## config.mk

```make
export PLATFORM = sky130hd
export DESIGN_NAME = listing_annotation_parser
export DESIGN_NICKNAME = d
export VERILOG_FILES = /design/src/hdl/lap_pkg.sv /design/src/hdl/listing_annotation_parser.sv /design/src/hdl/lap_core.sv
export SDC_FILE = /design/constraint.sdc
export NUM_CORES = 1
export LEC_CHECK = 0
export ABC_AREA = 0
export ABC_CLOCK_PERIOD_IN_PS = 9750
export BUFFER_PORTS_ARGS = -buffer_cell sky130_fd_sc_hd__buf_2
export CAP_MARGIN = 20
export CELL_PAD_IN_SITES_DETAIL_PLACEMENT = 1
export CELL_PAD_IN_SITES_GLOBAL_PLACEMENT = 1
export CORE_MARGIN = 10
export CORE_UTILIZATION = 54
export DETAILED_ROUTE_END_ITERATION = 12
export GPL_ROUTABILITY_DRIVEN = 1
export PLACE_DENSITY_LB_ADDON = 0.1
export SLEW_MARGIN = 10
export SYNTH_ARGS = -nofsm -noshare
export SYNTH_HDL_FRONTEND = slang
export SYNTH_SLANG_ARGS = --single-unit
```

## constraint.sdc

```tcl
create_clock -name clk_i -period 9.75 [get_ports clk_i]
set_clock_uncertainty 0.15 [all_clocks]
set_input_delay 0.975 -clock clk_i [delete_from_list [all_inputs] [get_ports clk_i]]
set_output_delay 0.975 -clock clk_i [all_outputs]
set_load 0.01 [all_outputs]
```

## src/hdl/lap_pkg.sv

```systemverilog
// ----------------------------------------------------------------------------
// lap_pkg
// Types and character codes shared by the listing annotation parser.
// ----------------------------------------------------------------------------
`default_nettype none

package lap_pkg;

  localparam int unsigned CHAR_W = 16;
  localparam int unsigned ADDR_W = 16;
  localparam int unsigned OFF_W  = 19;

  // character codes
  localparam logic [CHAR_W-1:0] CH_NUL   = 16'h0000;
  localparam logic [CHAR_W-1:0] CH_TAB   = 16'h0009;
  localparam logic [CHAR_W-1:0] CH_LF    = 16'h000A;
  localparam logic [CHAR_W-1:0] CH_CR    = 16'h000D;
  localparam logic [CHAR_W-1:0] CH_SPACE = 16'h0020;
  localparam logic [CHAR_W-1:0] CH_DOLLAR = 16'h0024;
  localparam logic [CHAR_W-1:0] CH_DOT   = 16'h002E;
  localparam logic [CHAR_W-1:0] CH_ZERO  = 16'h0030;
  localparam logic [CHAR_W-1:0] CH_NINE  = 16'h0039;
  localparam logic [CHAR_W-1:0] CH_COLON = 16'h003A;
  localparam logic [CHAR_W-1:0] CH_SEMI  = 16'h003B;
  localparam logic [CHAR_W-1:0] CH_BOM   = 16'hFEFF;
  localparam logic [CHAR_W-1:0] CH_SWAP  = 16'hFFFE;

  typedef struct packed {
    logic [ADDR_W-1:0] entry_address;
    logic              has_comment;
    logic              is_data;
    logic              is_block_comment;
    logic [OFF_W-1:0]  comment_offset;
    logic              rejected;
    logic              last_of_run;
  } rec_t;

  // records raised by one character, in delivery order
  typedef struct packed {
    rec_t       slot0;
    rec_t       slot1;
    logic [1:0] count;
  } step_out_t;

endpackage : lap_pkg

`default_nettype wire

```

## src/hdl/listing_annotation_parser.sv

```systemverilog
// ----------------------------------------------------------------------------
// listing_annotation_parser
// Parses an annotated assembly listing, one UTF-16 character per word, and
// streams out block comment, line comment and data line records.
// ----------------------------------------------------------------------------
//  channel  dir  word                        handshake
//  s_axis   in   one character               tvalid/tready
//  m_axis   out  one annotation record       tvalid/tready, tlast
//
//  One character per cycle while the buffer has room; each raises up to two
//  records in the same cycle. Records queue in a four-word output buffer;
//  input is taken while at least two buffer words are free, so a character's
//  records always fit. Reset clears parse state and empties the buffer.
//  A stalled output stops input once three words wait in the buffer.
// ----------------------------------------------------------------------------
`default_nettype none

module listing_annotation_parser
  import lap_pkg::*;
#(
  parameter int unsigned MAX_TEXT_CHARS = 524288
) (
  input  wire logic        clk_i,
  input  wire logic        rst_ni,
  input  wire logic        s_axis_tvalid_i,
  output logic             s_axis_tready_o,
  input  wire logic [15:0] s_axis_tdata_i,  // [15:0] text_char
  output logic             m_axis_tvalid_o,
  input  wire logic        m_axis_tready_i,
  output logic [39:0]      m_axis_tdata_o,  // [15:0] entry_address, [34:16] comment_offset
  output logic [3:0]       m_axis_tuser_o,  // [0] has_comment, [1] is_data,
                                            // [2] is_block_comment, [3] rejected
  output logic             m_axis_tlast_o
);

  localparam int unsigned DEPTH = 4;
  localparam int unsigned PTR_W = $clog2(DEPTH);
  localparam int unsigned CNT_W = PTR_W + 1;

  logic             in_acc, out_acc;
  step_out_t        step;
  rec_t             fifo_q [DEPTH];
  logic [PTR_W-1:0] wr_q, wr_d, rd_q, rd_d;
  logic [CNT_W-1:0] cnt_q, cnt_d;
  rec_t             head;

  assign s_axis_tready_o = (cnt_q <= CNT_W'(DEPTH - 2));
  assign in_acc          = s_axis_tvalid_i && s_axis_tready_o;
  assign m_axis_tvalid_o = (cnt_q != '0);
  assign out_acc         = m_axis_tvalid_o && m_axis_tready_i;

  lap_core #(
    .MAX_TEXT_CHARS(MAX_TEXT_CHARS)
  ) u_core (
    .clk_i  (clk_i),
    .rst_ni (rst_ni),
    .take_i (in_acc),
    .char_i (s_axis_tdata_i),
    .step_o (step)
  );

  assign wr_d  = wr_q + PTR_W'(step.count);
  assign rd_d  = rd_q + PTR_W'(out_acc);
  assign cnt_d = cnt_q + CNT_W'(step.count) - CNT_W'(out_acc);

  always_ff @(posedge clk_i or negedge rst_ni) begin
    if (!rst_ni) begin
      wr_q  <= '0;
      rd_q  <= '0;
      cnt_q <= '0;
    end else begin
      wr_q  <= wr_d;
      rd_q  <= rd_d;
      cnt_q <= cnt_d;
    end
  end

  always_ff @(posedge clk_i) begin
    if (step.count != 2'd0) fifo_q[wr_q] <= step.slot0;
    if (step.count == 2'd2) fifo_q[wr_q + 1'b1] <= step.slot1;
  end

  assign head = fifo_q[rd_q];

  assign m_axis_tdata_o = {5'b0, head.comment_offset, head.entry_address};
  assign m_axis_tuser_o = {head.rejected, head.is_block_comment, head.is_data,
                           head.has_comment};
  assign m_axis_tlast_o = head.last_of_run;

  // buffer never overfills
  a_cnt_bound: assert property (@(posedge clk_i) disable iff (!rst_ni)
    cnt_q <= CNT_W'(DEPTH))
    else $error("output buffer overflow");

  // records arise only from an accepted character
  a_push_on_accept: assert property (@(posedge clk_i) disable iff (!rst_ni)
    (step.count != 2'd0) |-> in_acc)
    else $error("record raised without an accepted character");

  // with two records, only the second closes the run
  a_last_order: assert property (@(posedge clk_i) disable iff (!rst_ni)
    (step.count == 2'd2) |-> (!step.slot0.last_of_run && step.slot1.last_of_run))
    else $error("run end marked on wrong record");

  // buffer count tracks pushes and pops
  a_cnt_track: assert property (@(posedge clk_i) disable iff (!rst_ni)
    (step.count == 2'd0 && !out_acc) |=> $stable(cnt_q))
    else $error("buffer count moved while idle");

endmodule : listing_annotation_parser

`default_nettype wire

```

## src/hdl/lap_core.sv

```systemverilog
// ----------------------------------------------------------------------------
// lap_core
// Line state tracker: updates the parse state for one character and builds
// the records that character raises.
// ----------------------------------------------------------------------------
`default_nettype none

module lap_core
  import lap_pkg::*;
#(
  parameter int unsigned MAX_TEXT_CHARS = 524288
) (
  input  wire logic              clk_i,
  input  wire logic              rst_ni,
  input  wire logic              take_i,
  input  wire logic [CHAR_W-1:0] char_i,
  output step_out_t              step_o
);

  localparam int unsigned POS_W = $clog2(MAX_TEXT_CHARS);
  localparam int unsigned EXT_W = POS_W + OFF_W;

  typedef enum logic [2:0] {
    PH_FIRST,
    PH_LSTART,
    PH_SKIP,
    PH_ADDR,
    PH_SEP,
    PH_SCAN,
    PH_COMMENT
  } phase_e;

  phase_e            phase_q, phase_d;
  logic [ADDR_W-1:0] acc_q, acc_d;
  logic              dir_q, dir_d;
  logic              bp_q, bp_d;
  logic [POS_W-1:0]  boff_q, boff_d;
  logic [POS_W-1:0]  pos_q, pos_d;
  logic              done_q, done_d;

  logic [POS_W:0]    pos_inc;
  logic [EXT_W-1:0]  pos_ext, boff_ext;
  logic              is_eol, is_digit, is_sep;
  logic              blk_v, scan_v;
  rec_t              blk_rec, scan_rec;
  phase_e            eph;
  logic              scan_go, dir_eff;

  assign is_eol   = (char_i == CH_LF) || (char_i == CH_CR);
  assign is_digit = (char_i >= CH_ZERO) && (char_i <= CH_NINE);
  assign is_sep   = (char_i == CH_SPACE) || (char_i == CH_TAB) ||
                    (char_i == CH_DOLLAR) || (char_i == CH_COLON);
  assign pos_inc  = {1'b0, pos_q} + 1'b1;
  assign pos_ext  = EXT_W'(pos_q);
  assign boff_ext = EXT_W'(boff_q);

  always_comb begin
    phase_d  = phase_q;
    acc_d    = acc_q;
    dir_d    = dir_q;
    bp_d     = bp_q;
    boff_d   = boff_q;
    pos_d    = pos_q;
    done_d   = done_q;
    blk_v    = 1'b0;
    scan_v   = 1'b0;
    scan_go  = 1'b0;
    dir_eff  = dir_q;
    eph      = (phase_q == PH_FIRST) ? PH_LSTART : phase_q;
    blk_rec  = '0;
    scan_rec = '0;
    blk_rec.entry_address    = acc_q;
    blk_rec.is_block_comment = 1'b1;
    blk_rec.comment_offset   = boff_ext[OFF_W-1:0];
    scan_rec.entry_address   = acc_q;

    if (take_i && !done_q) begin
      pos_d = (pos_inc >= (POS_W+1)'(MAX_TEXT_CHARS)) ? '0 : pos_inc[POS_W-1:0];

      if (phase_q == PH_FIRST &&
          ((char_i == CH_NUL) || (char_i == CH_SWAP))) begin
        done_d            = 1'b1;
        scan_v            = 1'b1;
        scan_rec.rejected = 1'b1;
      end else if (phase_q == PH_FIRST && char_i == CH_BOM) begin
        phase_d = PH_LSTART;
      end else if (char_i == CH_NUL) begin
        done_d = 1'b1;
        if (phase_q == PH_FIRST) phase_d = PH_LSTART;
      end else begin
        unique case (eph)
          PH_LSTART: begin
            phase_d = PH_LSTART;
            if (is_digit) begin
              acc_d   = ADDR_W'(char_i[3:0]);
              phase_d = PH_ADDR;
            end else if (!is_eol) begin
              bp_d    = (char_i == CH_SEMI);
              boff_d  = pos_q;
              phase_d = PH_SKIP;
            end
          end
          PH_SKIP, PH_COMMENT: begin
            if (is_eol) phase_d = PH_LSTART;
          end
          PH_ADDR: begin
            if (is_digit) begin
              acc_d = {acc_q[ADDR_W-4:0], 3'b000} + ADDR_W'(char_i[3:0]);
            end else begin
              // the terminator stays in place and is parsed as the first
              // character after the address
              blk_v = bp_q;
              bp_d  = 1'b0;
              if (is_sep) begin
                phase_d = PH_SEP;
              end else begin
                dir_eff = (char_i == CH_DOT);
                scan_go = 1'b1;
              end
            end
          end
          PH_SEP: begin
            if (!is_sep) begin
              dir_eff = (char_i == CH_DOT);
              scan_go = 1'b1;
            end
          end
          PH_SCAN: scan_go = 1'b1;
          default: phase_d = PH_LSTART;
        endcase

        if (scan_go) begin
          dir_d   = dir_eff;
          phase_d = PH_SCAN;
          if (char_i == CH_SEMI) begin
            scan_v                  = 1'b1;
            scan_rec.has_comment    = 1'b1;
            scan_rec.is_data        = dir_eff;
            scan_rec.comment_offset = pos_ext[OFF_W-1:0];
            phase_d                 = PH_COMMENT;
          end else if (is_eol) begin
            scan_v           = dir_eff;
            scan_rec.is_data = 1'b1;
            phase_d          = PH_LSTART;
          end
        end
      end
    end
  end

  // pack records in order and mark the final one
  always_comb begin
    step_o       = '0;
    step_o.count = 2'(blk_v) + 2'(scan_v);
    if (blk_v) begin
      step_o.slot0             = blk_rec;
      step_o.slot0.last_of_run = !scan_v;
      step_o.slot1             = scan_rec;
      step_o.slot1.last_of_run = 1'b1;
    end else begin
      step_o.slot0             = scan_rec;
      step_o.slot0.last_of_run = 1'b1;
    end
  end

  always_ff @(posedge clk_i or negedge rst_ni) begin
    if (!rst_ni) begin
      phase_q <= PH_FIRST;
      acc_q   <= '0;
      dir_q   <= 1'b0;
      bp_q    <= 1'b0;
      boff_q  <= '0;
      pos_q   <= '0;
      done_q  <= 1'b0;
    end else begin
      phase_q <= phase_d;
      acc_q   <= acc_d;
      dir_q   <= dir_d;
      bp_q    <= bp_d;
      boff_q  <= boff_d;
      pos_q   <= pos_d;
      done_q  <= done_d;
    end
  end

endmodule : lap_core

`default_nettype wire

```

==> flow_metrics.env <==
export IMPL_ys_warnings_count=0
export IMPL_min_path_type="flop to flop"
export IMPL_status="finished clean"
export IMPL_instances_no_fill=1202
export IMPL_cp_end_kind="flop"
export IMPL_gp_congestion=0.8383
export IMPL_routed_wl_mm=30.22
export IMPL_grt_pass1_wl_mm=47.66
export IMPL_drv_slew=0
export IMPL_hold_ws_ns=0.3296
export IMPL_postSynth_asyncResetShare=0.2952
export IMPL_avgSynthCellArea_um2=12.87
export IMPL_critPathRequiredTime_ns=9.76
export IMPL_die_area_um2=27270
export IMPL_postLayoutCellArea_um2=12650
export IMPL_num_rows=53
export IMPL_drtPass1Iterations=5
export IMPL_fin_crit_sh=0.4751
export IMPL_port_buffers=61
export IMPL_via_per_inst=6.450
export IMPL_internal_power_mw=1.742
export IMPL_grtUsageTotal=0.2242
export IMPL_cts_tree="done"
export IMPL_critical_path_class="primary input to flop"
export IMPL_grt_pass1_vias=8312
export IMPL_cts_root_buf="clkbuf_16"
export IMPL_postCtsSetupBuffers=0
export IMPL_syn_instance_count=884
export IMPL_antenna_cells=0
export IMPL_start_util=0.5445
export IMPL_fp_dieH_um=165.1
export IMPL_via_count=7753
export IMPL_critical_path_peak_fanout=28
export IMPL_clkTransAtPathRegs_ns=0.06
export IMPL_power_frac_comb=0.142
export IMPL_layout_drive_gt1_share=0.2211
export IMPL_p_leak_nw=3.971
export IMPL_ys_ff_latch=227
export IMPL_synth_distinct_cells=69
export IMPL_post_drt_wl_per_cell_um=25.14
export IMPL_cts_sinks=227
export IMPL_grt_max_degree=81
export IMPL_tightestPinTransition_ns=1.156
export IMPL_final_common_cell="edfxtp_1"
export IMPL_fillers=2075
export IMPL_drv_cap=0
export IMPL_drc=0
export IMPL_peakVddDrop_mv=0.1724
export IMPL_ys_seq_area_frac=0.5663
export IMPL_worst_skew_pair_late_latency_ns=0.53
export IMPL_clk_path_buf_depth=3
export IMPL_antenna_left=0
export IMPL_timing_fmax_ghz=0.2159
export IMPL_synth_edf_count=156
export IMPL_setup_violations=0
export IMPL_swShare=0.2779
export IMPL_cts_max_level=1
export IMPL_syn_cell_area_um2=11370
export IMPL_critPathArrivalTime_ns=4.64
export IMPL_cts_buffers=25
export IMPL_postCtsHoldBufs=0
export IMPL_cts_resized=0
export IMPL_min_period_ns=4.632
export IMPL_grt_ovfl_total=0
export IMPL_tns_ns=0
export IMPL_hold_violations=0
export IMPL_relSlewSlack=0.2265
export IMPL_io_pins=67
export IMPL_core_area_um2=20890
export IMPL_synth_ff_type="edfxtp_1"
export IMPL_clkPwrFrac=0.377
export IMPL_antenna_found_initial=0
export IMPL_chipWidth_um=165.1
export IMPL_final_nets=940
export IMPL_dp_cells=1152
export IMPL_rsz0062_at_grt="no"
export IMPL_dp_hpwl_mm=18.06
export IMPL_power_frac_seq=0.482
export IMPL_power_density_nw_per_um2=190.8
export IMPL_area_growth_pct=11.18
export IMPL_p_switching_mw=0.6704
export IMPL_start_kind="primary input"
export IMPL_fin_util=0.6054
export IMPL_final_cell_mix="edfxtp_1 (156), dfrtp_1 (64), buf_2 (63), nand2_1 (57), nor2b_1 (42)"
export IMPL_place_area_um2=11810
export IMPL_drt_initial_drc_count=634
cell type report:
cell class                 instances  area [µm²]  area share
clock buffer                      36       696.9     0.05511
clock inverter                    10       87.58    0.006926
inverter                           9       36.28    0.002869
multi-input combinational        566        4566      0.3610
sequential                       227        6445      0.5096
tap                              275       344.1     0.02721
timing repair buffer              79       470.5     0.03720
power groups by stage:
stage / Clock [mW] / Combinational (mW) / Sequential [mW]
after CTS: 0.924 / 0.345 / 1.16
after detailed placement: 0 / 0.344 / 1.18
final: 0.909 / 0.342 / 1.16
after global placement: 0 / 0.332 / 1.17
after floorplan: 0 / 0.312 / 1.10
after global routing: 0.963 / 0.373 / 1.17
synthesized netlist by cell type (all sizes together) (25+ instances only):
cell type | count | share of area
nor2 | 28 | 0.0092
clkbuf | 60 | 0.020
mux4 | 40 | 0.079
a32o | 39 | 0.034
o21ai | 34 | 0.015
nand2 | 59 | 0.019
nor2b | 43 | 0.024
edfxtp | 156 | 0.41
buf | 26 | 0.015
dfrtp | 67 | 0.15
and3 | 25 | 0.014
nand3 | 41 | 0.018
per-stage QoR:
step / setup slack, ns / total power [mW]
2_1_floorplan: 4.577 / 1.408
3_3_place_gp: 4.797 / 1.503
3_5_place_dp: 4.648 / 1.521
4_1_cts: 5.176 / 2.429
5_1_grt: 4.881 / 2.506
6_report: 5.118 / 2.412
per-layer routing:
layer	vias up	wire length, µm	global-route usage
li1	3420	-	-
met1	4018	12850	0.3024
met4	0	417	0.04630
met2	269	14940	0.3778
met5	-	0	0
met3	46	2012	0.03471
state kept, by name, summed over array words and instances (netlist names), 2 cells and up:
register and cells:
u_core.boff_q 19, fifo_q 160, cnt_q 3, u_core.phase_q 3, u_core.acc_q 16, wr_q 2
u_core.pos_q 19, rd_q 2
worst paths after layout:
path / startpoint / endpoint / slack (ns) / cells past startpoint
hold / removal: fifo_q[1][21] / fifo_q[1][21] / 0.33 / 2
min in group asynchronous: rst_ni / u_core.boff_q[5] / 0.51 / 2
setup / recovery: s_axis_tdata_i[1] / fifo_q[3][33] / 5.12 / 12
hold reg to reg: fifo_q[1][21] / fifo_q[1][21] / 0.33 / 2
max in group asynchronous: rst_ni / rd_q[1] / 8.29 / 2
setup reg to reg: cnt_q[1] / fifo_q[3][33] / 5.19 / 11
worst max-delay path, cell delays in order:
cell and delay (ns):
buf_2 0.13, nor4_1 0.53, nand4_1 0.33, o22ai_1 0.41
nand2_1 0.21, o21ai_0 0.17, a21oi_1 0.07, ha_1 0.34
nor2b_1 0.27, nor2_1 0.17, nor2b_4 0.49, buf_4 0.53
cells by family after synthesis:
| kind of cell | after synthesis | share of synthesized area |
|---|---|---|
| fa+ha+maj | 12 | 0.01386 |
| xor+xnor | 32 | 0.02464 |
| compound gates | 145 | 0.09911 |
| buf+inv | 95 | 0.03762 |
| flops | 227 | 0.5663 |
| mux | 66 | 0.1068 |
| simple gates | 306 | 0.1514 |
| other cells | 1 | 0.0003297 |
No activity file was read; power rests on OpenSTA's default activity.
